===== config.mk =====
export PLATFORM = sky130hd
export DESIGN_NAME = mac_ack_retry_queue_core_flat
export DESIGN_NICKNAME = d
export VERILOG_FILES = /design/src/sv/marq_pkg.sv /design/src/sv/marq_stream_if.sv /design/src/sv/marq_table.sv /design/src/sv/marq_ctrl.sv /design/src/sv/mac_ack_retry_queue_core.sv /design/src/flat_wrapper.sv
export SDC_FILE = /design/constraint.sdc
export NUM_CORES = 1
export LEC_CHECK = 0
export ABC_AREA = 1
export BUFFER_PORTS_ARGS = -buffer_cell sky130_fd_sc_hd__buf_2
export CORE_MARGIN = 3
export CORE_UTILIZATION = 55
export CTS_CLUSTER_DIAMETER = 100
export DETAILED_ROUTE_END_ITERATION = 6
export PLACE_DENSITY = 0.71
export SYNTH_ARGS = -nofsm -noshare
export SYNTH_HDL_FRONTEND = slang
export SYNTH_SLANG_ARGS = --single-unit

===== constraint.sdc =====
create_clock -name clk -period 10.8 [get_ports clk]
set_input_delay 0.54 -clock clk [delete_from_list [all_inputs] [get_ports clk]]
set_output_delay 0.54 -clock clk [all_outputs]
set_load 0.01 [all_outputs]

===== src/sv/marq_pkg.sv =====
// Shared types and codes for the MAC acknowledgement retry queue.
// Holds the input word, result word and table entry layouts.
// No dependencies; every other file of the block but marq_stream_if uses this package.
package marq_pkg;

  localparam int SeqW = 8;
  localparam int HandleW = 8;
  localparam int BufferW = 8;
  localparam int RetryW = 3;
  localparam int ExpiryW = 8;
  localparam int KindW = 3;
  localparam int ActionW = 3;
  localparam int CfgIdxW = 1;
  localparam int CfgDataW = 8;

  // Input kinds.
  localparam logic [KindW-1:0] KIND_ADD    = 3'd0;
  localparam logic [KindW-1:0] KIND_ACK    = 3'd1;
  localparam logic [KindW-1:0] KIND_REMOVE = 3'd2;
  localparam logic [KindW-1:0] KIND_TICK   = 3'd3;
  localparam logic [KindW-1:0] KIND_CLEAR  = 3'd4;

  // Result actions.
  localparam logic [ActionW-1:0] ACT_NONE     = 3'd0;
  localparam logic [ActionW-1:0] ACT_SUCCESS  = 3'd1;
  localparam logic [ActionW-1:0] ACT_NOACK    = 3'd2;
  localparam logic [ActionW-1:0] ACT_RETX     = 3'd3;
  localparam logic [ActionW-1:0] ACT_RELEASED = 3'd4;
  localparam logic [ActionW-1:0] ACT_DROPPED  = 3'd5;

  // Configuration register indexes.
  localparam logic [CfgIdxW-1:0] CFG_MAX_RETRIES    = 1'd0;
  localparam logic [CfgIdxW-1:0] CFG_ACK_WAIT_TICKS = 1'd1;

  localparam logic [RetryW-1:0]  MaxRetriesReset = 3'd3;
  localparam logic [ExpiryW-1:0] AckWaitReset    = 8'd2;

  typedef struct packed {
    logic [KindW-1:0]   kind;
    logic [SeqW-1:0]    seq_number;
    logic [HandleW-1:0] frame_handle;
    logic [BufferW-1:0] buffer_id;
  } in_item_t;

  typedef struct packed {
    logic [ActionW-1:0] action;
    logic [HandleW-1:0] out_handle;
    logic [SeqW-1:0]    out_seq;
    logic [BufferW-1:0] out_buffer;
    logic               last;
  } out_item_t;

  typedef struct packed {
    logic [SeqW-1:0]    seq;
    logic [HandleW-1:0] handle;
    logic [BufferW-1:0] buffer;
    logic [RetryW-1:0]  retries;
    logic [ExpiryW-1:0] expiry;
  } entry_t;

endpackage


===== src/sv/marq_stream_if.sv =====
// Valid/ready stream interface used for the input and result channels.
// The payload type is a parameter; depends on nothing else.
interface marq_stream_if #(
  parameter type T = logic
);
  logic valid;
  logic ready;
  T     data;

  modport source (output valid, output data, input ready);
  modport sink (input valid, input data, output ready);
endinterface


===== src/sv/marq_table.sv =====
// Entry table of the retry queue: one write port, one registered read port.
// Depends on marq_pkg for the entry layout.
module marq_table #(
  parameter int ENTRIES = 8
) (
  input  logic                       clk,
  input  logic                       wr_en,
  input  logic [$clog2(ENTRIES)-1:0] wr_addr,
  input  marq_pkg::entry_t           wr_data,
  input  logic                       rd_en,
  input  logic [$clog2(ENTRIES)-1:0] rd_addr,
  output marq_pkg::entry_t           rd_data
);

  marq_pkg::entry_t mem [ENTRIES];
  marq_pkg::entry_t rd_data_r;

  always_ff @(posedge clk) begin
    if (wr_en) begin
      mem[wr_addr] <= wr_data;
    end
    if (rd_en) begin
      rd_data_r <= mem[rd_addr];
    end
  end

  assign rd_data = rd_data_r;

endmodule


===== src/sv/marq_ctrl.sv =====
// Sequencer of the retry queue: walks the table, compacts it and builds results.
// Depends on marq_pkg; drives the marq_table ports.
module marq_ctrl #(
  parameter int ENTRIES = 8
) (
  input  logic                            clk,
  input  logic                            rst_n,
  input  logic                            in_valid,
  output logic                            in_ready,
  input  marq_pkg::in_item_t              in_data,
  output logic                            out_valid,
  input  logic                            out_ready,
  output marq_pkg::out_item_t             out_data,
  input  logic [marq_pkg::RetryW-1:0]     max_retries,
  input  logic [marq_pkg::ExpiryW-1:0]    ack_wait_ticks,
  output logic                            tbl_wr_en,
  output logic [$clog2(ENTRIES)-1:0]      tbl_wr_addr,
  output marq_pkg::entry_t                tbl_wr_data,
  output logic                            tbl_rd_en,
  output logic [$clog2(ENTRIES)-1:0]      tbl_rd_addr,
  input  marq_pkg::entry_t                tbl_rd_data
);

  localparam int CW = $clog2(ENTRIES + 1);
  localparam int AW = $clog2(ENTRIES);

  localparam logic [1:0] ST_IDLE = 2'd0;
  localparam logic [1:0] ST_WALK = 2'd1;
  localparam logic [1:0] ST_DONE = 2'd2;

  logic [1:0]                     state_r, state_nxt;
  logic [marq_pkg::KindW-1:0]     op_r, op_nxt;
  logic [marq_pkg::SeqW-1:0]      key_r, key_nxt;
  logic [CW-1:0]                  cnt_r, cnt_nxt;
  logic [CW-1:0]                  idx_r, idx_nxt;
  logic [CW-1:0]                  wr_r, wr_nxt;
  logic                           found_r, found_nxt;
  logic                           pend_valid_r, pend_valid_nxt;
  marq_pkg::out_item_t            pend_r, pend_nxt;
  logic                           out_valid_r, out_valid_nxt;
  marq_pkg::out_item_t            out_r, out_nxt;

  logic                           out_free;
  logic                           is_clear;
  logic [CW-1:0]                  idx_inc;
  logic [CW-1:0]                  rd_pos;
  logic                           res_valid;
  logic [marq_pkg::ActionW-1:0]   res_action;
  logic                           keep;
  marq_pkg::entry_t               ent;
  marq_pkg::entry_t               new_ent;
  logic [marq_pkg::RetryW-1:0]    ret_dec;
  logic                           stall;

  assign out_free = !out_valid_r || out_ready;
  assign is_clear = (op_r == marq_pkg::KIND_CLEAR);
  assign idx_inc  = idx_r + CW'(1);
  assign ent      = tbl_rd_data;
  assign ret_dec  = (ent.retries != '0) ? ent.retries - marq_pkg::RetryW'(1) : '0;

  // Per-entry decision of the walk.
  always_comb begin
    res_valid  = 1'b0;
    res_action = marq_pkg::ACT_NONE;
    keep       = 1'b1;
    new_ent    = ent;
    case (op_r)
      marq_pkg::KIND_TICK: begin
        if (ent.expiry == '0) begin
          new_ent.retries = ret_dec;
          res_valid       = 1'b1;
          if (ret_dec != '0) begin
            new_ent.expiry = ack_wait_ticks;
            res_action     = marq_pkg::ACT_RETX;
          end else begin
            keep       = 1'b0;
            res_action = marq_pkg::ACT_NOACK;
          end
        end else begin
          new_ent.expiry = ent.expiry - marq_pkg::ExpiryW'(1);
        end
      end
      marq_pkg::KIND_ACK, marq_pkg::KIND_REMOVE: begin
        if (!found_r && ent.seq == key_r) begin
          res_valid  = 1'b1;
          keep       = 1'b0;
          res_action = (op_r == marq_pkg::KIND_ACK) ? marq_pkg::ACT_SUCCESS
                                                    : marq_pkg::ACT_RELEASED;
        end
      end
      marq_pkg::KIND_CLEAR: begin
        res_valid  = 1'b1;
        keep       = 1'b0;
        res_action = marq_pkg::ACT_RELEASED;
      end
      default: begin
        keep = 1'b1;
      end
    endcase
  end

  // A result waits for the pending slot to drain into the output register.
  assign stall = res_valid && pend_valid_r && !out_free;

  always_comb begin
    state_nxt      = state_r;
    op_nxt         = op_r;
    key_nxt        = key_r;
    cnt_nxt        = cnt_r;
    idx_nxt        = idx_r;
    wr_nxt         = wr_r;
    found_nxt      = found_r;
    pend_valid_nxt = pend_valid_r;
    pend_nxt       = pend_r;
    out_valid_nxt  = out_valid_r && !out_ready;
    out_nxt        = out_r;
    tbl_wr_en      = 1'b0;
    tbl_wr_addr    = wr_r[AW-1:0];
    tbl_wr_data    = new_ent;
    tbl_rd_en      = 1'b0;
    rd_pos         = '0;
    tbl_rd_addr    = '0;

    case (state_r)
      ST_IDLE: begin
        if (in_valid) begin
          op_nxt    = in_data.kind;
          key_nxt   = in_data.seq_number;
          idx_nxt   = '0;
          wr_nxt    = '0;
          found_nxt = 1'b0;
          case (in_data.kind)
            marq_pkg::KIND_ADD: begin
              if (cnt_r < CW'(ENTRIES)) begin
                tbl_wr_en           = 1'b1;
                tbl_wr_addr         = cnt_r[AW-1:0];
                tbl_wr_data.seq     = in_data.seq_number;
                tbl_wr_data.handle  = in_data.frame_handle;
                tbl_wr_data.buffer  = in_data.buffer_id;
                tbl_wr_data.retries = max_retries;
                tbl_wr_data.expiry  = ack_wait_ticks;
                cnt_nxt             = cnt_r + CW'(1);
              end else begin
                pend_valid_nxt      = 1'b1;
                pend_nxt.action     = marq_pkg::ACT_DROPPED;
                pend_nxt.out_handle = in_data.frame_handle;
                pend_nxt.out_seq    = in_data.seq_number;
                pend_nxt.out_buffer = in_data.buffer_id;
                pend_nxt.last       = 1'b0;
                state_nxt           = ST_DONE;
              end
            end
            marq_pkg::KIND_ACK, marq_pkg::KIND_REMOVE, marq_pkg::KIND_TICK,
            marq_pkg::KIND_CLEAR: begin
              if (cnt_r != '0) begin
                // Clear walks newest first; the other kinds oldest first.
                tbl_rd_en   = 1'b1;
                rd_pos      = (in_data.kind == marq_pkg::KIND_CLEAR) ?
                              cnt_r - CW'(1) : '0;
                tbl_rd_addr = rd_pos[AW-1:0];
                state_nxt   = ST_WALK;
              end
            end
            default: begin
              state_nxt = ST_IDLE;
            end
          endcase
        end
      end

      ST_WALK: begin
        if (!stall) begin
          // Kept entries are written back at the compaction pointer, which
          // never passes the read pointer, so no read sees a stale entry.
          if (keep) begin
            tbl_wr_en = 1'b1;
            wr_nxt    = wr_r + CW'(1);
          end
          if (res_valid) begin
            if (op_r != marq_pkg::KIND_TICK) begin
              found_nxt = 1'b1;
            end
            if (pend_valid_r) begin
              out_valid_nxt = 1'b1;
              out_nxt       = pend_r;
              out_nxt.last  = 1'b0;
            end
            pend_valid_nxt      = 1'b1;
            pend_nxt.action     = res_action;
            pend_nxt.out_handle = ent.handle;
            pend_nxt.out_seq    = ent.seq;
            pend_nxt.out_buffer = ent.buffer;
            pend_nxt.last       = 1'b0;
          end
          idx_nxt = idx_inc;
          if (idx_inc < cnt_r) begin
            tbl_rd_en   = 1'b1;
            rd_pos      = is_clear ? cnt_r - CW'(1) - idx_inc : idx_inc;
            tbl_rd_addr = rd_pos[AW-1:0];
          end else begin
            cnt_nxt   = keep ? wr_r + CW'(1) : wr_r;
            state_nxt = ST_DONE;
          end
        end
      end

      ST_DONE: begin
        if (!pend_valid_r) begin
          state_nxt = ST_IDLE;
        end else if (out_free) begin
          out_valid_nxt  = 1'b1;
          out_nxt        = pend_r;
          out_nxt.last   = 1'b1;
          pend_valid_nxt = 1'b0;
          state_nxt      = ST_IDLE;
        end
      end

      default: begin
        state_nxt = ST_IDLE;
      end
    endcase
  end

  always_ff @(posedge clk) begin
    if (!rst_n) begin
      state_r      <= ST_IDLE;
      cnt_r        <= '0;
      found_r      <= 1'b0;
      pend_valid_r <= 1'b0;
      out_valid_r  <= 1'b0;
    end else begin
      state_r      <= state_nxt;
      cnt_r        <= cnt_nxt;
      found_r      <= found_nxt;
      pend_valid_r <= pend_valid_nxt;
      out_valid_r  <= out_valid_nxt;
    end
  end

  always_ff @(posedge clk) begin
    op_r   <= op_nxt;
    key_r  <= key_nxt;
    idx_r  <= idx_nxt;
    wr_r   <= wr_nxt;
    pend_r <= pend_nxt;
    out_r  <= out_nxt;
  end

  assign in_ready  = (state_r == ST_IDLE);
  assign out_valid = out_valid_r;
  assign out_data  = out_r;

endmodule


===== src/sv/mac_ack_retry_queue_core.sv =====
// Top level of the MAC acknowledgement retry queue.
// Depends on marq_pkg, marq_stream_if, marq_table and marq_ctrl.
//
// Usage:
// The input channel (in_if) carries one command word: add, ack received,
// remove, tick or clear all. The result channel (out_if) returns zero or
// more result words per command; the final one has last set. Both channels
// use valid/ready and move a word at an edge where both are high.
// The configuration port (cfg_we, cfg_index, cfg_wdata) writes the retry
// budget (index 0) and the ack wait in ticks (index 1); write it only while
// the block is idle.
// Operation: an add that fits in the table gives no result.
// Ack, remove, tick and clear stream the table through the single read port
// of the entry memory, one entry per cycle unless results back up; a
// full-table add gives a dropped result. A new command is taken once the
// previous one has finished its walk and passed its final result on.
// Results pass through a pending slot and an output register, so the walk
// keeps going while one result waits; if the receiver stalls with both
// holding a word, the walk pauses on the current entry until space frees.
// Reset empties the table and loads the register defaults (3 and 2); the
// memory contents are not cleared, since only entries below the count are
// ever read.
module mac_ack_retry_queue_core #(
  parameter int ENTRIES = 8
) (
  input  logic                              clk,
  input  logic                              rst_n,
  marq_stream_if.sink                       in_if,
  marq_stream_if.source                     out_if,
  input  logic                              cfg_we,
  input  logic [marq_pkg::CfgIdxW-1:0]      cfg_index,
  input  logic [marq_pkg::CfgDataW-1:0]     cfg_wdata
);

  localparam int AW = $clog2(ENTRIES);

  logic [marq_pkg::RetryW-1:0]  max_retries_r;
  logic [marq_pkg::ExpiryW-1:0] ack_wait_r;

  logic                 tbl_wr_en;
  logic [AW-1:0]        tbl_wr_addr;
  marq_pkg::entry_t     tbl_wr_data;
  logic                 tbl_rd_en;
  logic [AW-1:0]        tbl_rd_addr;
  marq_pkg::entry_t     tbl_rd_data;
  marq_pkg::in_item_t   in_word;
  marq_pkg::out_item_t  out_word;

  // Configuration registers; only the low bits of the data are kept.
  always_ff @(posedge clk) begin
    if (!rst_n) begin
      max_retries_r <= marq_pkg::MaxRetriesReset;
      ack_wait_r    <= marq_pkg::AckWaitReset;
    end else if (cfg_we) begin
      case (cfg_index)
        marq_pkg::CFG_MAX_RETRIES: begin
          max_retries_r <= cfg_wdata[marq_pkg::RetryW-1:0];
        end
        marq_pkg::CFG_ACK_WAIT_TICKS: begin
          ack_wait_r <= cfg_wdata[marq_pkg::ExpiryW-1:0];
        end
        default: begin
          ack_wait_r <= ack_wait_r;
        end
      endcase
    end
  end

  assign in_word     = in_if.data;
  assign out_if.data = out_word;

  marq_table #(
    .ENTRIES (ENTRIES)
  ) u_table (
    .clk     (clk),
    .wr_en   (tbl_wr_en),
    .wr_addr (tbl_wr_addr),
    .wr_data (tbl_wr_data),
    .rd_en   (tbl_rd_en),
    .rd_addr (tbl_rd_addr),
    .rd_data (tbl_rd_data)
  );

  marq_ctrl #(
    .ENTRIES (ENTRIES)
  ) u_ctrl (
    .clk            (clk),
    .rst_n          (rst_n),
    .in_valid       (in_if.valid),
    .in_ready       (in_if.ready),
    .in_data        (in_word),
    .out_valid      (out_if.valid),
    .out_ready      (out_if.ready),
    .out_data       (out_word),
    .max_retries    (max_retries_r),
    .ack_wait_ticks (ack_wait_r),
    .tbl_wr_en      (tbl_wr_en),
    .tbl_wr_addr    (tbl_wr_addr),
    .tbl_wr_data    (tbl_wr_data),
    .tbl_rd_en      (tbl_rd_en),
    .tbl_rd_addr    (tbl_rd_addr),
    .tbl_rd_data    (tbl_rd_data)
  );

endmodule


===== src/flat_wrapper.sv =====
// flat-port wrapper written by rule: the top's interface ports become plain ports
module mac_ack_retry_queue_core_flat 
#(
  parameter int ENTRIES = 8
)
  (clk, rst_n, cfg_we, cfg_index, cfg_wdata, in_if_valid, in_if_data, in_if_ready, out_if_valid, out_if_data, out_if_ready);
  marq_stream_if #(.T(marq_pkg::in_item_t)) in_if_i ();
  marq_stream_if #(.T(marq_pkg::out_item_t)) out_if_i ();
  input  logic clk;
  input  logic rst_n;
  input  logic cfg_we;
  input  logic [marq_pkg::CfgIdxW-1:0] cfg_index;
  input  logic [marq_pkg::CfgDataW-1:0] cfg_wdata;
  input wire logic [$bits(in_if_i.valid)-1:0] in_if_valid;
  input wire logic [$bits(in_if_i.data)-1:0] in_if_data;
  output wire logic [$bits(in_if_i.ready)-1:0] in_if_ready;
  output wire logic [$bits(out_if_i.valid)-1:0] out_if_valid;
  output wire logic [$bits(out_if_i.data)-1:0] out_if_data;
  input wire logic [$bits(out_if_i.ready)-1:0] out_if_ready;
  assign in_if_i.valid = in_if_valid;
  assign in_if_i.data = in_if_data;
  assign in_if_ready = in_if_i.ready;
  assign out_if_valid = out_if_i.valid;
  assign out_if_data = out_if_i.data;
  assign out_if_i.ready = out_if_ready;
  mac_ack_retry_queue_core #(.ENTRIES(ENTRIES)) u_core (.clk(clk), .rst_n(rst_n), .in_if(in_if_i), .out_if(out_if_i), .cfg_we(cfg_we), .cfg_index(cfg_index), .cfg_wdata(cfg_wdata));
endmodule

==> impl_metrics.json <==
{
  "synthSimpleGateAreaFrac": 0.1948,
  "synth_nets": 1899,
  "slew_violations": 0,
  "ant_nets": 0,
  "cts_buffer_depth": 3,
  "syn2layout_area_growth_pct": 10.32,
  "portBuffers": 70,
  "period_share": 0.4200,
  "yosysSeqAreaShare": 0.6515,
  "grt_max_degree": 141,
  "min_path_type": "primary input to flip-flop",
  "vias": 12454,
  "setup_viol_count_final": 0,
  "ff2ff_path_depth": 13,
  "outcome": "finished clean",
  "drtIter0Drc": 1111,
  "synth_flop_cell": "edfxtp_1",
  "antenna_found_initial": 1,
  "holdWs_ns": 0.2055,
  "p_total_uw": 3779,
  "die_area_sq_mm": 0.03596,
  "syn-cell-area_sq_mm": 0.01855,
  "nNetsFinal": 1952,
  "min_period_ns": 4.536,
  "end_kind": "flip-flop",
  "synth_fa_ha_area_frac": 0.01052,
  "slew_headroom": 0.2069,
  "cts_resized": 0,
  "gr-total-overflow": 0,
  "final_common_cell": "nand2_1",
  "rows": 66,
  "grt_pass1_vias": 12097,
  "firstDrtPassIters": 5,
  "synth-edff-count": 389,
  "ir_drop_v": 0.0001292,
  "htreeDepth": 2,
  "power_density_mw_per_mm2": 184.7,
  "start_util": 0.5643,
  "startpoint_type": "flip-flop",
  "p_leak_uw": 0.008832,
  "drcViolationCount": 0,
  "cts_tree": "yes",
  "final_cell_mix": "nand2_1, edfxtp_1, inv_1",
  "async_flop_share": 0,
  "cts_root_buf": "clkbuf_16",
  "gp_congestion": 0.8646,
  "holdPathStages": 1,
  "cap_violations": 0,
  "synthMuxAreaShare": 0,
  "die_h_microns": 189.6,
  "synth_cells": 1843,
  "worstPathMaxFanout": 21,
  "clkTransAtPathRegs_ns": 0.06,
  "crit_required_ns": 10.98,
  "ctsHoldBuffers": 0,
  "hold_viol_final": 0,
  "fmax_mhz": 220.5,
  "clock_sinks": 409,
  "wirelength_microns": 39690,
  "coreArea_sq_mm": 0.03287,
  "synth_warnings": 0,
  "syn_area_per_cell_sq_um": 10.06,
  "post_drt_via_cell_ratio": 5.262,
  "criticalPathCategory": "flip-flop to flip-flop",
  "cp.arrival_ns": 4.72,
  "hpwlAfterDp_microns": 23160,
  "diodes": 0,
  "synth-xor-area-share": 0.004250,
  "tns_ns": 0,
  "ys_types": 47,
  "synth_compound_area_frac": 0.03650,
  "grt_use_total": 0.2218,
  "worstSkewPairLatency_ns": 0.53,
  "n_fill_cell": 2662,
  "worst_pin_slew_ns": 1.177,
  "wire_per_inst_microns": 16.77,
  "fin_skew_ns": 0.01812,
  "post_cts_buffers": 0,
  "layout-drive-gt1-share": 0.09247,
  "synth_top_family_by_area": "simple AND/OR/NAND/NOR gates",
  "grt_first_pass_wirelength_microns": 63180,
  "cts_inserted_buffers": 42,
  "fp.dieW_microns": 189.6,
  "io_pins": 71,
  "synth-seq-cells": 409,
  "rsz0062_at_grt": "false"
}
[cells by family (layout without fill, tap and decap cells)]
| kind of cell | Yosys count | in the layout |
|---|---|---|
| XOR/XNOR | 9 | 9 |
| adder cells (fa/ha/maj) | 15 | 15 |
| AO/OA/AOI/OAI | 121 | 121 |
| flip-flops | 409 | 409 |
| AND/OR/NAND/NOR | 836 | 836 |
| buffers and inverters | 453 | 535 |
[worst max-delay path, cell delays in order, from the launching register on]
cell and delay (ns):
dfxtp_1 0.34, inv_1 0.09, ha_1 0.27, inv_1 0.13
nor2_1 0.14, inv_1 0.05, nor2_1 0.14, inv_1 0.07
nor2_2 0.54, clkinv_1 0.68, o21ai_0 0.45, nand2_1 0.30
nor2_4 0.51, buf_4 0.44
[state kept, by name, summed over array words and instances (netlist names)]
| signal | cells |
|---|---|
| u_core.u_ctrl.key_r | 8 |
| u_core.u_table.rd_data | 35 |
| u_core.u_ctrl.out_valid | 1 |
| u_core.max_retries_r | 3 |
| u_core.u_ctrl.pend_valid_r | 1 |
| u_core.u_ctrl.pend_r | 27 |
| u_core.u_ctrl.out_data | 28 |
| u_core.ack_wait_r | 8 |
| u_core.u_table.mem | 280 |
| u_core.u_ctrl.state_r | 2 |
| u_core.u_ctrl.op_r | 3 |
| u_core.u_ctrl.wr_r | 4 |
| u_core.u_ctrl.cnt_r | 4 |
| u_core.u_ctrl.idx_r | 4 |
| u_core.u_ctrl.found_r | 1 |
[worst paths after layout]
kind                                  from                          to  slack, ns
setup / recovery  u_core.u_ctrl.state_r[1]   u_core.u_table.mem[6][13]       6.26
hold / removal              in_if_data[24]       u_core.u_ctrl.op_r[0]       0.21
setup reg to reg  u_core.u_ctrl.state_r[1]   u_core.u_table.mem[6][13]       6.26
hold reg to reg   u_core.u_ctrl.pend_r[25]  u_core.u_ctrl.out_data[25]       0.42
[where the power goes]
part	switching [uW]	internal, uW
registers	36.1	1880
clock network	570	777
logic	372	143
[cells in the mapped netlist (2+ instances only)]
master	instances	share of area
edfxtp_1	389	0.63
nand3_1	303	0.082
xor2_1	4	0.0019
a31oi_1	2	0.00067
or2_1	2	0.00067
a22o_1	4	0.0019
o31ai_1	3	0.0012
a21oi_1	15	0.0040
nand2_2	5	0.0017
nor2_4	2	0.0012
nor2_1	59	0.012
buf_2	31	0.0084
inv_1	366	0.074
nand2_1	449	0.091
clkbuf_1	27	0.0055
o21ai_0	77	0.021
nand4_1	2	0.00067
o22ai_1	3	0.0010
clkinv_1	2	0.00040
o21ai_1	4	0.0011
o211ai_1	2	0.00081
xnor2_1	5	0.0024
nand2_4	2	0.0012
ha_1	14	0.0094
dfxtp_1	20	0.022
inv_2	5	0.0010
o311ai_0	2	0.00094
nor3_1	5	0.0013
buf_6	21	0.013
[per-stage QoR]
step / instance area, sq um / worst slack, ns / instances / util
finish: 20460 / 6.264 / 2367 / 0.6225
global route: 20460 / 5.841 / 2367 / 0.6225
CTS: 20460 / 6.245 / 2367 / 0.6225
detailed placement: 19200 / 6.189 / 2294 / 0.5841
global placement: 19200 / 6.326 / 2294 / 0.5841
floorplan: 18550 / 6.873 / 1843 / -
[area by class of cell]
type                       count  area, sq um  share of cell area
tap                          442        553.0             0.02703
clock buffer                  55         1121             0.05480
multi-input combinational    981         4668              0.2282
timing repair buffer          89        493.0             0.02410
clock inverter                18        141.4            0.006911
inverter                     373         1400             0.06844
sequential                   409        12080              0.5905
[metal layers]
metal	routed length [microns]	share of wire	global-route usage
met5	0	0	0
met4	914	0.023	0.06454
met3	2438	0.061	0.03188
met2	19230	0.48	0.3761
met1	17110	0.43	0.3014
Power figures use the tool's default switching activity.
